**src/ils_pkg.sv**
```systemverilog
package ils_pkg;

	localparam int CAPACITY = 64;
	localparam int IDX_W    = $clog2(CAPACITY);
	localparam int CNT_W    = $clog2(CAPACITY + 1);
	localparam int CMP_W    = (CNT_W + 1 > 8) ? CNT_W + 1 : 8;

	localparam int DATA_W   = 32;
	localparam int POS_W    = 8;
	localparam int LEN_W    = 7;
	localparam int S_DATA_W = 40;
	localparam int M_DATA_W = 40;
	localparam int USER_W   = 2;

	typedef enum logic [1:0] {
		REQ_READ   = 2'd0,
		REQ_INSERT = 2'd1,
		REQ_DELETE = 2'd2
	} req_type_t;

	typedef enum logic [1:0] {
		ST_DONE  = 2'd0,
		ST_RANGE = 2'd1,
		ST_FULL  = 2'd2
	} status_t;

	localparam logic [DATA_W-1:0] NO_VALUE = '1;

	typedef struct packed {
		logic load_new;
		logic load_prev;
		logic load_next;
		logic rd_sel;
	} cell_ctl_t;

endpackage

```
**src/ils_cell.sv**
```systemverilog
module ils_cell (
	input  logic                      clk,
	input  ils_pkg::cell_ctl_t        ctl,
	input  logic [ils_pkg::DATA_W-1:0] new_value,
	input  logic [ils_pkg::DATA_W-1:0] prev_value,
	input  logic [ils_pkg::DATA_W-1:0] next_value,
	output logic [ils_pkg::DATA_W-1:0] value,
	output logic [ils_pkg::DATA_W-1:0] rd_term
);
	import ils_pkg::*;

	logic [DATA_W-1:0] value_q;

	// One entry of the list; shifts toward either neighbor on insert or delete.
	always_ff @(posedge clk) begin
		if (ctl.load_new) begin
			value_q <= new_value;
		end else if (ctl.load_prev) begin
			value_q <= prev_value;
		end else if (ctl.load_next) begin
			value_q <= next_value;
		end
	end

	assign value   = value_q;
	assign rd_term = value_q & {DATA_W{ctl.rd_sel}};

endmodule

```
**config.mk**
```make
export PLATFORM = sky130hd
export DESIGN_NAME = ils_cell
export DESIGN_NICKNAME = d
export VERILOG_FILES = /design/src/ils_pkg.sv /design/src/ils_cell.sv
export SDC_FILE = /design/constraint.sdc
export NUM_CORES = 1
export LEC_CHECK = 0
export BUFFER_PORTS_ARGS = -buffer_cell sky130_fd_sc_hd__buf_2
export CAP_MARGIN = 20
export CORE_MARGIN = 2
export CORE_UTILIZATION = 41
export DETAILED_ROUTE_END_ITERATION = 12
export PLACE_DENSITY = 0.83
export SYNTH_ARGS = -nofsm -noshare
export SYNTH_HDL_FRONTEND = slang
export SYNTH_SLANG_ARGS = --single-unit
```
**constraint.sdc**
```tcl
create_clock -name clk -period 2.9 [get_ports clk]
set_clock_uncertainty 0.15 [all_clocks]
set_input_delay 0.29 -clock clk [delete_from_list [all_inputs] [get_ports clk]]
set_output_delay 0.29 -clock clk [all_outputs]
set_load 0.01 [all_outputs]
```
==> reports/metrics.yaml <==
grt:
  antenna_found_initial: 0
  grt_max_degree: 35
  grt_use_total_pct: 20.1
  grt_pass1_vias: 1777
  grt_overflow: 0
  grt_pass1_wl_mm: 7.80
clock_network:
  cts_buffers: 5
  cts_sinks: 32
  path_clk_slew_ns: 0.07
  hold_buffers: 0
  cts_resized: 0
  post-cts-setup-buffer-count: 0
  cts_tree: "done"
  cts_root_buffer: "clkbuf_8"
  htreeDepth: 2
  ctsLongestPathBuffers: 2
yosys:
  synth_seq_area_share_pct: 51.0
  synth_cell_types: 11
  synth_fp_nets: 276
  syn_inst: 175
  ys_seq_elements: 32
  syn-cell-area_um2: 1880
  syn_avg_cell_area_um2: 10.8
  yosys_warnings: 0
die:
  initial_core_util_pct: 43.0
  die_w_um: 71.8
  core_area_um2: 4380
  io_pins: 165
  dieArea_um2: 5150
  fp-row-count: 24
  die_height_um: 71.8
timing:
  fmax_ghz: 0.636
  rsz0062_at_grt: "no"
  tns_ns: 0
  drv_slew: 0
  worstMarginPinSlew_ns: 0.515
  hold_violations: 0
  relSlewSlack_pct: 65.7
  finalCritPeriodShare_pct: 54.2
  finalSetupViolations: 0
  period_needed_ns: 1.57
critical_path:
  critPathArrivalTime_ns: 1.45
  start_kind: "primary input"
  cp_max_fo: 18
  crit_required_ns: 2.78
  criticalPathCategory: "in -> reg"
  cp-end-kind: "flop"
detailed_routing:
  first_pass_iters: 4
  drt_iter0_markers: 68
  vias: 1838
  drc: 0
  drt-total-wl_mm: 5.13
  vias_per_cell: 4.74
  wire_per_inst_um: 13.2
  drtAntennaViolNets: 0
outcome:
  outcome: "complete, no violations"
power_and_ir_drop:
  irDropWorstVdd_mv: 0.224
  power_density_nw_per_um2: 448
  power_leakage_nw: 1.46
cells_and_area:
  drive_gt1_share_pct: 51.2
  largest_reg_flops: 32
  postLayoutCoreUtil_pct: 62.9
  nFillCells: 388
  finalNetCount: 436
  syn_to_final_growth_pct: 46.3
  n_antenna_cell: 0
placed_design:
  gp_congestion: 0.867
  numPortBuffers: 164
  place_hpwl_mm: 4.01
flow_run:
  cap_violations: 0
hold_path:
  hp-class: "in -> reg"
report_power, final:
group	switching (mW)	total, mW	leakage (nW)	internal, mW
combinational	0.159	0.318	1.08	0.159
sequential	0.0240	0.596	0.338	0.572
clock	0.154	0.321	0.0399	0.167
total	0.337	1.23	1.46	0.898
per-stage QoR:
step | instance area, µm² | cells | worst slack [ns] | power [mW] | hold slack, ns
4_1_cts | 2760 | 388 | 1.32 | 1.25 | 0.133
2_1_floorplan | 1880 | 175 | 1.15 | 0.769 | 0.331
3_5_place_dp | 2680 | 380 | 1.02 | 0.929 | 0.430
5_1_grt | 2760 | 388 | 1.25 | 1.30 | 0.146
3_3_place_gp | 2680 | 380 | 1.09 | 0.918 | 0.418
6_report | 2760 | 388 | 1.33 | 1.23 | 0.140
cells in the final DEF (no fill, tap or decap), drive strengths merged:
cell type and instances:
clkinv 1, edfxtp 32, or3 1, mux2i 32
o21ai 32, clkbuf 7, nand2 32, buf 167
and2 32
logic make-up after synthesis:
family / share of synthesized area, %
DFF: 51.0
AOI/OAI and AO/OA: 8.50
and+or+nand+nor: 17.3
buffers and inverters: 6.18
muxes: 17.0
critical path, cell delays in order:
cell and delay [ns]:
buf_2 0.41, buf_4 0.39, mux2i_1 0.27, o21ai_1 0.08
synthesized netlist by cell type:
cell,count,share of area (%)
buf_12,3,3.2
o21ai_1,30,8.0
mux2i_1,32,17
edfxtp_1,32,51
and2_1,32,11
buf_2,6,1.6
nand2_1,32,6.4
or3_1,1,0.33
o21ai_0,2,0.53
buf_6,1,0.60
clkbuf_1,4,0.80
layout make-up:
type | instances | area, µm² | area share, %
clock inverter | 1 | 3.75 | 0.136
timing repair buffer | 167 | 843 | 30.6
clock buffer | 7 | 76.3 | 2.77
tap | 52 | 65.1 | 2.36
sequential | 32 | 961 | 34.9
multi-input combinational | 129 | 807 | 29.3
metal layers:
metal	vias up	share of wire [%]	GRT usage [%]
met1	807	36	20.0
met4	0	2.2	9.43
met2	91	54	38.5
met5	-	0	0
li1	928	-	-
met3	12	7.8	5.06
path summary, 6_finish.rpt:
path                          from  endpoint  slack (ns)  cells past startpoint
worst max-delay path        ctl[2]  value[6]        1.33                      4
worst min-delay path  new_value[3]  value[3]        0.14                      3
Power figures use the tool's default switching activity.
